==> config.mk <==
export PLATFORM = sky130hd
export DESIGN_NAME = crlf_line_assembler
export DESIGN_NICKNAME = d
export VERILOG_FILES = /design/src/rtl/cla_pkg.sv /design/src/rtl/cla_ram.sv /design/src/rtl/crlf_line_assembler.sv
export SDC_FILE = /design/constraint.sdc
export NUM_CORES = 1
export LEC_CHECK = 0
export BUFFER_PORTS_ARGS = -buffer_cell sky130_fd_sc_hd__buf_2
export CELL_PAD_IN_SITES_DETAIL_PLACEMENT = 1
export CELL_PAD_IN_SITES_GLOBAL_PLACEMENT = 2
export CORE_MARGIN = 1.5
export CORE_UTILIZATION = 44
export CTS_CLUSTER_SIZE = 16
export DETAILED_ROUTE_END_ITERATION = 7
export PLACE_DENSITY_LB_ADDON = 0.15
export SYNTH_ARGS = -nofsm -noshare
export SYNTH_HDL_FRONTEND = slang
export SYNTH_SLANG_ARGS = --single-unit
==> constraint.sdc <==
create_clock -name clk_i -period 2.2 [get_ports clk_i]
set_input_delay 0.11 -clock clk_i [delete_from_list [all_inputs] [get_ports clk_i]]
set_output_delay 0.11 -clock clk_i [all_outputs]
set_load 0.05 [all_outputs]
==> src/rtl/cla_pkg.sv <==
// Package for the CRLF line assembler: sizes, character codes, opcodes and FSM states.
package cla_pkg;

  localparam int unsigned LineMaxDef = 60;

  localparam logic [7:0] ChrCr  = 8'h0D;
  localparam logic [7:0] ChrLf  = 8'h0A;
  localparam logic [7:0] ChrNul = 8'h00;

  localparam logic OpData = 1'b0;
  localparam logic OpConn = 1'b1;

  typedef enum logic [1:0] {
    StIdle,
    StRead,
    StLoad,
    StLf
  } state_e;

endpackage

==> src/rtl/cla_ram.sv <==
// Generic single-write, single-read RAM with registered read data.
module cla_ram #(
  parameter int unsigned Width = 8,
  parameter int unsigned Depth = 60
) (
  input  logic                     clk_i,
  input  logic                     we_i,
  input  logic [$clog2(Depth)-1:0] waddr_i,
  input  logic [Width-1:0]         wdata_i,
  input  logic                     re_i,
  input  logic [$clog2(Depth)-1:0] raddr_i,
  output logic [Width-1:0]         rdata_o
);

  logic [Width-1:0] mem_q [Depth];
  logic [Width-1:0] rdata_q;

  always_ff @(posedge clk_i) begin
    if (we_i) begin
      mem_q[waddr_i] <= wdata_i;
    end
    if (re_i) begin
      rdata_q <= mem_q[raddr_i];
    end
  end

  assign rdata_o = rdata_q;

endmodule

==> src/rtl/crlf_line_assembler.sv <==
// Top level of the CRLF line assembler: line store, fill count, drain FSM, output register.
//
// Received bytes are taken one per cycle while the block is idle and written into a line
// store RAM; zero bytes are dropped and a connection event clears the partial line. A CR or
// LF, or a fill of LINE_MAX-2 (the byte in hand then dropped, cut_short set), ends the line.
// A non-empty line is drained as its stored bytes followed by one LF flagged last. During a
// drain the input is stalled: each stored byte is read from the RAM (StRead) and then loaded
// into the output register (StLoad), and the LF is loaded last (StLf); an output stall holds
// the drain. The final LF can wait in the output register while new bytes are accepted.
module crlf_line_assembler #(
  parameter int unsigned LINE_MAX = cla_pkg::LineMaxDef
) (
  input  logic       clk_i,
  input  logic       rst_ni,
  input  logic       in_valid_i,
  output logic       in_stall_o,
  input  logic       opcode_i,
  input  logic [7:0] data_byte_i,
  output logic       out_valid_o,
  input  logic       out_stall_i,
  output logic [7:0] line_byte_o,
  output logic       last_o,
  output logic       cut_short_o
);

  localparam int unsigned FillW = $clog2(LINE_MAX - 1);
  localparam int unsigned AddrW = $clog2(LINE_MAX);
  localparam logic [FillW-1:0] Limit = FillW'(LINE_MAX - 2);

  cla_pkg::state_e state_q, state_d;

  logic [FillW-1:0] fill_q, fill_d;
  logic [FillW-1:0] len_q, len_d;
  logic [FillW-1:0] rd_idx_q, rd_idx_d;
  logic             cut_q, cut_d;

  logic       out_valid_q, out_valid_d;
  logic [7:0] out_byte_q, out_byte_d;
  logic       out_last_q, out_last_d;
  logic       out_cut_q, out_cut_d;

  logic       in_accept, out_accept, out_free;
  logic       is_data, is_term, at_limit, store_byte, end_line;
  logic       ram_we, ram_re, load_byte, load_lf, rd_last;
  logic [7:0] ram_rdata;

  assign in_stall_o = (state_q != cla_pkg::StIdle);
  assign in_accept  = in_valid_i && !in_stall_o;
  assign out_accept = out_valid_q && !out_stall_i;
  assign out_free   = !out_valid_q || !out_stall_i;

  assign is_data    = (opcode_i == cla_pkg::OpData) && (data_byte_i != cla_pkg::ChrNul);
  assign is_term    = (data_byte_i == cla_pkg::ChrCr) || (data_byte_i == cla_pkg::ChrLf);
  assign at_limit   = (fill_q >= Limit);
  assign store_byte = in_accept && is_data && !is_term && !at_limit;
  assign end_line   = in_accept && is_data && (is_term || at_limit);
  assign rd_last    = ((rd_idx_q + FillW'(1)) == len_q);
  assign ram_we     = store_byte;

  cla_ram #(
    .Width(8),
    .Depth(LINE_MAX)
  ) u_line_store (
    .clk_i  (clk_i),
    .we_i   (ram_we),
    .waddr_i(AddrW'(fill_q)),
    .wdata_i(data_byte_i),
    .re_i   (ram_re),
    .raddr_i(AddrW'(rd_idx_q)),
    .rdata_o(ram_rdata)
  );

  // next state
  always_comb begin
    state_d = state_q;
    case (state_q)
      cla_pkg::StIdle: begin
        if (end_line && (fill_q != '0)) begin
          state_d = cla_pkg::StRead;
        end
      end
      cla_pkg::StRead: begin
        if (out_free) begin
          state_d = cla_pkg::StLoad;
        end
      end
      cla_pkg::StLoad: begin
        state_d = rd_last ? cla_pkg::StLf : cla_pkg::StRead;
      end
      cla_pkg::StLf: begin
        if (out_free) begin
          state_d = cla_pkg::StIdle;
        end
      end
      default: state_d = cla_pkg::StIdle;
    endcase
  end

  // FSM outputs
  always_comb begin
    ram_re    = 1'b0;
    load_byte = 1'b0;
    load_lf   = 1'b0;
    case (state_q)
      cla_pkg::StRead: ram_re    = out_free;
      cla_pkg::StLoad: load_byte = 1'b1;  // out reg was freed when the read issued
      cla_pkg::StLf:   load_lf   = out_free;
      default: ;
    endcase
  end

  // line bookkeeping and output register
  always_comb begin
    fill_d      = fill_q;
    len_d       = len_q;
    rd_idx_d    = rd_idx_q;
    cut_d       = cut_q;
    out_valid_d = out_valid_q;
    out_byte_d  = out_byte_q;
    out_last_d  = out_last_q;
    out_cut_d   = out_cut_q;

    if (in_accept && (opcode_i == cla_pkg::OpConn)) begin
      fill_d = '0;
    end else if (store_byte) begin
      fill_d = fill_q + FillW'(1);
    end else if (end_line) begin
      fill_d   = '0;
      len_d    = fill_q;
      rd_idx_d = '0;
      cut_d    = !is_term;
    end

    if (out_accept) begin
      out_valid_d = 1'b0;
    end
    if (load_byte) begin
      out_valid_d = 1'b1;
      out_byte_d  = ram_rdata;
      out_last_d  = 1'b0;
      out_cut_d   = cut_q;
      rd_idx_d    = rd_idx_q + FillW'(1);
    end else if (load_lf) begin
      out_valid_d = 1'b1;
      out_byte_d  = cla_pkg::ChrLf;
      out_last_d  = 1'b1;
      out_cut_d   = cut_q;
    end
  end

  always_ff @(posedge clk_i or negedge rst_ni) begin
    if (!rst_ni) begin
      state_q     <= cla_pkg::StIdle;
      fill_q      <= '0;
      rd_idx_q    <= '0;
      len_q       <= '0;
      out_valid_q <= 1'b0;
    end else begin
      state_q     <= state_d;
      fill_q      <= fill_d;
      rd_idx_q    <= rd_idx_d;
      len_q       <= len_d;
      out_valid_q <= out_valid_d;
    end
  end

  always_ff @(posedge clk_i) begin
    cut_q      <= cut_d;
    out_byte_q <= out_byte_d;
    out_last_q <= out_last_d;
    out_cut_q  <= out_cut_d;
  end

  assign out_valid_o = out_valid_q;
  assign line_byte_o = out_byte_q;
  assign last_o      = out_last_q;
  assign cut_short_o = out_cut_q;

  a_fill_bound: assert property (@(posedge clk_i) disable iff (!rst_ni)
    fill_q <= Limit)
    else $error("fill count beyond line limit");

  a_last_is_lf: assert property (@(posedge clk_i) disable iff (!rst_ni)
    (out_valid_q && out_last_q) |-> (out_byte_q == cla_pkg::ChrLf))
    else $error("last byte of line is not LF");

  a_end_starts_drain: assert property (@(posedge clk_i) disable iff (!rst_ni)
    (end_line && (fill_q != '0)) |=> (state_q == cla_pkg::StRead && fill_q == '0))
    else $error("line end did not start a drain");

  a_rd_in_range: assert property (@(posedge clk_i) disable iff (!rst_ni)
    (state_q == cla_pkg::StRead || state_q == cla_pkg::StLoad) |-> (rd_idx_q < len_q))
    else $error("drain read index past line length");

  a_load_free: assert property (@(posedge clk_i) disable iff (!rst_ni)
    (state_q == cla_pkg::StLoad) |-> !out_valid_q)
    else $error("output register overwritten while occupied");

endmodule

# Yosys cells after proc, flatten, opt, wreduce, memory -nomap -nowiden
# Memories as Yosys holds them, arrays and structs flattened. A register that Yosys moved wholly into a read port is not among the register bits.
# Cells that the tools add are included.
[totals]
regBits = 32
ram_bits = 480
input_bits = 13
output_inout_bits = 12
elab_cells = 78
memories = 1
[mem_list]
columns = ["memory", "words", "width", "rd", "rd_ports_with_merged_regs", "write_ports", "line_no", "text"]
rows = [
  ["u_line_store.mem_q", 60, 8, 1, 1, 1, "cla_ram.sv:15", "logic [Width-1:0] mem_q [Depth];"],
]
[classes]
add_sub_neg = 2
magnitude_cmp = 1
eq_ne = 11
n_mux = 23
bitwise = 3
n_reduce_logical = 28
[op_table]
columns = ["operator", "n"]
rows = [
  ["6-bit two-way mux", 6],
  ["8-bit by 4-bit == test with 1-bit output (second input constant)", 2],
  ["8-bit two-way mux", 2],
  ["6-bit by 1-bit adder with 6-bit output (second input constant)", 2],
  ["1-bit two-way mux", 10],
  ["1-bit logical AND", 9],
  ["3-bit AND reduction", 3],
  ["2-bit two-way mux", 4],
  ["2-bit inequality test (second input constant)", 4],
  ["2-bit case mux with 4 select lines", 1],
  ["8-bit nonzero test", 1],
  ["6-bit == test", 1],
  ["6-bit greater-or-equal comparator (second input constant)", 1],
  ["2-bit nonzero test", 3],
  ["3-bit nonzero test", 2],
  ["6-bit nonzero test", 1],
  ["1-bit zero test", 5],
  ["2-bit == test (second input constant)", 2],
  ["1-bit logical OR", 3],
  ["1-bit inverter", 3],
  ["2-bit by 1-bit == test with 1-bit output (second input constant)", 1],
  ["2-bit zero test", 1],
  ["2-bit by 1-bit inequality test with 1-bit output (second input constant)", 1],
]

# Depth between registers and ports, before layout
# Gate-level depths: netlist of run 1.
[logic_depth]
depth_word = 9
mapped_depth = 9

# Hierarchy
# Synthesis of run 1 repeated with hierarchy kept, for this count alone.
[unflattened]
hier_cells = 1067
area_unflattened_um2 = 20976.4
[by_module_without_submodules]
columns = ["mod", "instances", "cells_each", "area_per_inst_um2"]
rows = [
  ["cla_ram", 1, 925, 19319.8],
  ["crlf_line_assembler", 1, 142, 1656.6],
]

# Least setup slack after synthesis of run 1
# OpenSTA, ideal clock, no wires.
[synth_timing]
path_kind = "flip-flop to flip-flop"
start = "register fill_q[0]"
end = "memory u_line_store.mem_q[42][0], enable pin"
arrival_time_ns = 2.061
t_required_ns = 1.830
slack_ns = -0.232
path_stages_with_launch = 9
period_less_slack_ns = 2.432
cell_sequence = "dfrtp_1 -> inv_1 -> ha_1 -> nor3_1 -> or2_1 -> nor2b_1 -> buf_2 -> nand4_1 -> nor2_1"
[synth_via]
elab_chain_len = 5
[synth_rtl]
columns = ["item", "line_no", "text"]
rows = [
  ["from (decl)", "crlf_line_assembler.sv:32", "logic [FillW-1:0] fill_q, fill_d;"],
  ["from (signal assigned)", "crlf_line_assembler.sv:160", "fill_q <= fill_d;"],
  ["6-bit greater-or-equal comparator", "crlf_line_assembler.sv:54", "assign at_limit = (fill_q >= Limit);"],
  ["1-bit zero test", "crlf_line_assembler.sv:55", "assign store_byte = in_accept && is_data && !is_term && !at_limit;"],
  ["1-bit logical AND", "crlf_line_assembler.sv:55", ""],
  ["1-bit two-way mux", "cla_ram.sv:19", "if (we_i) begin"],
  ["1-bit two-way mux (not written as such)", "cla_ram.sv:20", "mem_q[waddr_i] <= wdata_i;"],
  ["to (decl)", "cla_ram.sv:15", ""],
]
# Several ways; a longest one is shown, not always the timed one.

==> reports/qor.yml, run 1 <==
layout:
  final_area_um2: 25750
  nets: 1305
  multi_input_area_um2: 5184
  insertedDiodeCount: 0
  drive_gt1_frac: 0.3872
  n_fill_cell: 4154
  syn_to_final_growth_pct: 24.28
  seq_area_um2: 15510
logic_synthesis:
  synth_warnings: 0
  synth_area_um2: 20720
  syn_inst: 1030
  synthDistinctLibCells: 62
  synthFlopType: "edfxtp_1"
  yosysTopAreaCellShare: 0.7218
  synth-edff-count: 498
  syn_area_per_cell_um2: 20.11
  seq_area_frac_synth: 0.7482
  synth.area.top_cells: "edfxtp_1 72%, mux4_2 12%, dfrtp_1 2.5%"
  yosys.area.top_type: "edfxtp_1"
  synth_seq_cells: 520
  async_reset_ff_frac: 0.04038
detailed_routing:
  drc: 0
  routed-wl-met2_mm: 26.72
  highest_layer: "met4"
  drtIter0Drc: 1065
  met1Wirelength_mm: 24.08
  postRouteAntennaNets: 0
  dr.pass1.iters: 5
  met3RoutedLength_mm: 2.183
  postRouteWirelength_mm: 54.34
  vias: 10963
  avgRoutedWirePerCell_um: 28.05
  vias_per_cell: 5.660
placement:
  io_buffers: 24
  place_area_um2: 23070
  dp_hpwl_mm: 35.23
  place.gp.congestion: 0.7527
  dpl_worst_slack_ns: -0.4772
timing:
  hold_viol_final: 0
  finalCriticalPeriod_ns: 2.405
  holdWs_ns: 0.04665
  finalWorstSetupSlack_ns: -0.2052
  finalClockSkew_ns: 0.01353
  final_max_slew_viol_count: 0
  fin_setup_tns_ns: -1.399
  rsz0062_at_grt: "yes"
  relSlewSlack: 0.5245
  worstMarginPinSlew_ns: 0.7132
  setup_viol: 8
  max_freq_mhz: 415.8
  fin_crit_sh: 1.093
pwr:
  combPwrFrac: 0.322
  swShare: 0.2878
  seq_power_share: 0.371
  power_mw: 31.02
  p_switching_mw: 8.928
  ir_drop_v: 0.0008980
  power.leakage_nw: 8.701
  clockPowerShare: 0.307
  power_density_nw_per_um2: 1205
  p_int_mw: 22.09
setup_path:
  crit_start: "rd_idx_q[0]$_DFFE_PN0P_"
  cp-end-kind: "flop"
  worst-r2r-setup-slack_ns: -0.21
  arrival_ns: 2.74
  r2r-start: "rd_idx_q[0]$_DFFE_PN0P_"
  path_class: "flop to flop"
  cp.required_ns: 2.53
  critPathMaxFanout: 7
  worst_setup_path_start_kind: "flop"
clocking:
  numCtsBuffers: 54
  cts.clk_slew.worst_paths_ns: 0.06
  clock_path_buffers: 3
  cts_tree: "built"
  clk_latency_ns: 0.59
  cts_max_level: 2
  numClockSinks: 520
  cts-root-buf: "clkbuf_16"
floorplan:
  start_util: 0.4459
  ios: 25
  rows: 79
  die_area_um2: 48400
  die_height_um: 220.0
  die_x_um: 220.0
  core_um2: 46460
grt:
  grt-ovfl-total: 0
  grt_pass1_vias: 11504
  grt_start_max_net_pins: 61
  grt_first_pass_wirelength_mm: 79.48
  gr-usage-all-layers: 0.2324
  grt_antenna_before_repair: 1
outcome:
  violations: "setup timing"
  outcome: "finished with violations"
min_path:
  min_path_type: "input port to asynchronous set/reset pin"
job:
  drv_cap: 0
logic make-up (layout without fill, tap and decap cells):
kind of cell / after synthesis / after routing / synth area share
buffers and inverters: 60 / 344 / 0.01860
AO/OA/AOI/OAI: 89 / 89 / 0.03092
other: 1 / 16 / 0.0001810
flip-flops: 520 / 520 / 0.7482
XOR/XNOR: 8 / 8 / 0.003382
AND/OR/NAND/NOR: 160 / 161 / 0.03702
multiplexers: 188 / 188 / 0.1593
adder cells (fa/ha/maj): 4 / 4 / 0.002416
worst paths after layout:
check,end,cells after the start
hold / removal,fill_q[3]$_DFFE_PN0P_,2
min in group clk_i,fill_q[4]$_DFFE_PN0P_,5
hold reg to reg,cut_short_o$_DFFE_PP_,0
setup / recovery,u_line_store.rdata_o[4]$_DFFE_PP_,7
setup reg to reg,u_line_store.rdata_o[4]$_DFFE_PP_,7
max in group asynchronous,rd_idx_q[0]$_DFFE_PN0P_,2
Yosys cell counts (6+ instances only):
cell,n
nand4_1,7
buf_2,12
nor2b_1,7
nor2_1,77
o22a_1,6
o31ai_1,6
a31oi_1,8
edfxtp_1,498
buf_6,7
mux2i_1,44
dfrtp_1,21
nand3_1,9
o21ai_0,8
nor3_1,8
a21oi_1,7
mux2_2,28
mux2_1,6
and2_1,7
nand2_1,19
o21ai_1,9
mux4_2,110
inv_1,7
clkbuf_1,13
o22ai_1,14
buf_4,16
o221ai_1,6
placed cells by master, fill, tap and decap left out, drive strengths merged, types with 16 or more instances in the layout:
cell type and count:
mux2 34, dfrtp 21, nand2 19, mux2i 44, o21ai 17, clkinv 19
mux4 110, nor2 77, edfxtp 498, conb 16, buf 228, clkbuf 72
routing by layer:
| metal | up-vias | global-route usage |
|---|---|---|
| li1 | 4749 | - |
| met1 | 5889 | 0.3262 |
| met2 | 255 | 0.3804 |
| met3 | 70 | 0.03451 |
| met4 | 0 | 0.06417 |
| met5 | - | 0 |
what timing repair did:
item                                    4_1_cts  5_1_grt
endpoints found under the hold margin        39        0
hold buffers                                  9        0
gates resized for setup                      50       44
gates cloned                                  3        2
buffers inserted                             20        6
endpoints found under the setup margin      474      473
pin swaps                                     9       12
per-stage QoR:
step | util | std cells
2_1_floorplan | - | 1045
3_5_place_dp | 0.4967 | 1799
3_3_place_gp | 0.4967 | 1799
4_1_cts | 0.5484 | 1929
5_1_grt | 0.5542 | 1937
6_report | 0.5542 | 1937
critical path, stage by stage, from the launching register on:
cell	delay (ns)
dfrtp_4	0.53
buf_12	0.18
buf_12	0.13
mux4_2	0.52
mux2_4	0.31
o21ai_1	0.12
a221o_1	0.24
o31ai_1	0.10
layout make-up:
cell class | instances | share of cell area
multi-input combinational | 466 | 0.2013
clock buffer | 70 | 0.05807
sequential | 520 | 0.6024
inverter | 7 | 0.001020
timing repair buffer | 239 | 0.09403
clock inverter | 28 | 0.01365
tap | 607 | 0.02950
flip-flops by register name, indices dropped and copies added, names as in the netlist:
signal,count
u_line_store.mem_q,480
line_byte_o,8
u_line_store.rdata_o,8
fill_q,6
len_q,6
rd_idx_q,6
state_q,2
cut_q,1
cut_short_o,1
last_o,1
out_valid_o,1
power groups by stage:
stage / registers [mW] / logic [mW] / clock network (mW)
after floorplan: 11.9 / 5.34 / 0
final: 11.5 / 10.0 / 9.52
after global placement: 11.8 / 8.66 / 0
after CTS: 11.5 / 9.65 / 9.71
after global routing: 11.5 / 10.6 / 10.0
after detailed placement: 11.8 / 8.68 / 0
(Power assumes the default switching activity.)
==> run 2, diff against run 1 <==
--- a/config.mk
+++ b/config.mk
@@ -9,7 +9,7 @@
 export CELL_PAD_IN_SITES_DETAIL_PLACEMENT = 1
 export CELL_PAD_IN_SITES_GLOBAL_PLACEMENT = 2
 export CORE_MARGIN = 1.5
-export CORE_UTILIZATION = 44
+export CORE_UTILIZATION = 37
 export CTS_CLUSTER_SIZE = 16
 export DETAILED_ROUTE_END_ITERATION = 7
 export PLACE_DENSITY_LB_ADDON = 0.15
==> reports/qor.yml, run 2 (synthesis results as in run 1) <==
grt:
  grt-ovfl-total: 0
  grt_start_max_net_pins: 61
  grt_pass1_vias: 11733
  gr-usage-all-layers: 0.2025
  grt_first_pass_wirelength_mm: 82.32
  grt_antenna_before_repair: 3
detailed_routing:
  vias: 10925
  postRouteWirelength_mm: 56.31
  drtIter0Drc: 760
  dr.pass1.iters: 5
  drc: 0
  vias_per_cell: 5.202
  avgRoutedWirePerCell_um: 26.81
  postRouteAntennaNets: 0
timing:
  fin_setup_tns_ns: -0.6446
  relSlewSlack: 0.3517
  worstMarginPinSlew_ns: 0.9695
  final_max_slew_viol_count: 0
  hold_viol_final: 0
  setup_viol: 8
  rsz0062_at_grt: "yes"
  max_freq_mhz: 432.0
  finalClockSkew_ns: 0.02611
  fin_crit_sh: 1.052
  finalWorstSetupSlack_ns: -0.1146
  finalCriticalPeriod_ns: 2.315
setup_path:
  cp.required_ns: 2.57
  path_class: "flop to flop"
  cp_cell_sequence: "buf_6, buf_12, buf_6, mux4_2, mux2_4, o21ai_2, a221o_1, o31ai_1"
  crit_start: "rd_idx_q[0]$_DFFE_PN0P_"
  r2r-end: "u_line_store.rdata_o[1]$_DFFE_PP_"
  worst-r2r-setup-slack_ns: -0.11
  cp_slowest_cell: "dfrtp_4"
  worst_setup_path_start_kind: "flop"
  r2r-start: "rd_idx_q[0]$_DFFE_PN0P_"
  ff2ff_path_depth: 8
  arrival_ns: 2.68
  crit_top_cell: "buf_6"
  critPathMaxFanout: 5
  cp-end-kind: "flop"
  slowest_delay_ns: 0.52
clocking:
  clock_path_buffers: 3
  numClockSinks: 520
  clk_latency_ns: 0.62
  numCtsBuffers: 56
  cts-root-buf: "clkbuf_16"
  cts_max_level: 2
  cts_tree: "built"
  cts.clk_slew.worst_paths_ns: 0.06
layout:
  insertedDiodeCount: 0
  syn_to_final_growth_pct: 27.24
  largest_register: "u_line_store.mem_q"
  nets: 1321
  final_common_cell: "edfxtp_1"
  n_fill_cell: 5094
  largest_reg_flops: 480
  final_cell_mix: "498 x edfxtp_1, 124 x buf_4, 110 x mux4_2"
  drive_gt1_frac: 0.4172
min_path:
  min-delay-start: "opcode_i"
  min_path_type: "input port to flop"
  hold_end: "fill_q[0]$_DFFE_PN0P_"
  hold_path_depth: 5
placement:
  io_buffers: 24
  place.gp.congestion: 0.7612
  dpl_worst_slack_ns: -0.4374
  dp_hpwl_mm: 36.51
floorplan:
  die_height_um: 239.6
  rows: 86
  die_x_um: 239.6
  ios: 25
  core_um2: 55200
  die_area_um2: 57420
  start_util: 0.3753
outcome:
  outcome: "finished with violations"
  violations: "setup timing"
pwr:
  ir_drop_v: 0.0006458
  power_density_nw_per_um2: 1186
  power.leakage_nw: 8.828
job:
  drv_cap: 0
[run 2: repair_timing]
action,in CTS,in global routing
setup buffers,14,7
hold buffers,6,0
gates cloned,2,1
gates resized for setup,66,125
hold endpoints to repair,41,0
setup endpoints to repair,341,472
pin swaps,13,23
[run 2: per-layer routing]
layer | global-route usage | part of all wire | wire length (um) | up-vias
met2 | 0.3290 | 0.48 | 27250 | 204
met3 | 0.02766 | 0.035 | 1966 | 79
met4 | 0.06272 | 0.026 | 1439 | 2
met5 | 0 | 0.00023 | 13 | -
met1 | 0.2832 | 0.46 | 25640 | 5846
li1 | - | - | - | 4794
[run 2: cell type report]
| cell class | count | area [um^2] | share of cell area |
|---|---|---|---|
| clock buffer | 74 | 1490 | 0.05653 |
| multi-input combinational | 465 | 5451 | 0.2068 |
| sequential | 520 | 15510 | 0.5884 |
| inverter | 7 | 26.28 | 0.0009968 |
| clock inverter | 32 | 290.3 | 0.01101 |
| tap | 748 | 935.9 | 0.03550 |
| timing repair buffer | 254 | 2655 | 0.1007 |
[run 2: where the power goes]
part | internal (mW) | switching [mW] | leakage, nW
logic | 5.29 | 5.28 | 3.17
registers | 11.3 | 0.218 | 4.78
clock network | 5.35 | 3.86 | 0.882
[run 2: how the worst max path moves through the flow]
stage	cells past startpoint	to	slack [ns]
CTS	7	u_line_store.rdata_o[6]$_DFFE_PP_	-0.14
global route	7	u_line_store.rdata_o[3]$_DFFE_PP_	-0.16
floorplan	8	u_line_store.mem_q[26][0]$_DFFE_PP_	-0.22
finish	8	u_line_store.rdata_o[1]$_DFFE_PP_	-0.11
detailed placement	6	u_line_store.rdata_o[6]$_DFFE_PP_	-0.44
global placement	6	u_line_store.rdata_o[6]$_DFFE_PP_	-0.41
[run 2: critical path, delay by kind of cell (launching register included)]
kind	cells	cell delay [ns]
flip-flops	1	0.52
AO/OA/AOI/OAI	3	0.38
buffers and inverters	3	0.40
multiplexers	2	0.76
[run 2: stage by stage]
step                power [mW]  instances  area (um^2)    util  hold WS [ns]
detailed placement       21.17       1967        23470  0.4251        0.1571
floorplan                17.20       1045        20840       -       -0.1856
CTS                      31.37       2094        25790  0.4672       0.02024
finish                   31.27       2100        26360  0.4775       0.05578
global placement         21.14       1967        23470  0.4251        0.1592
global route             32.44       2100        26360  0.4775       0.06883
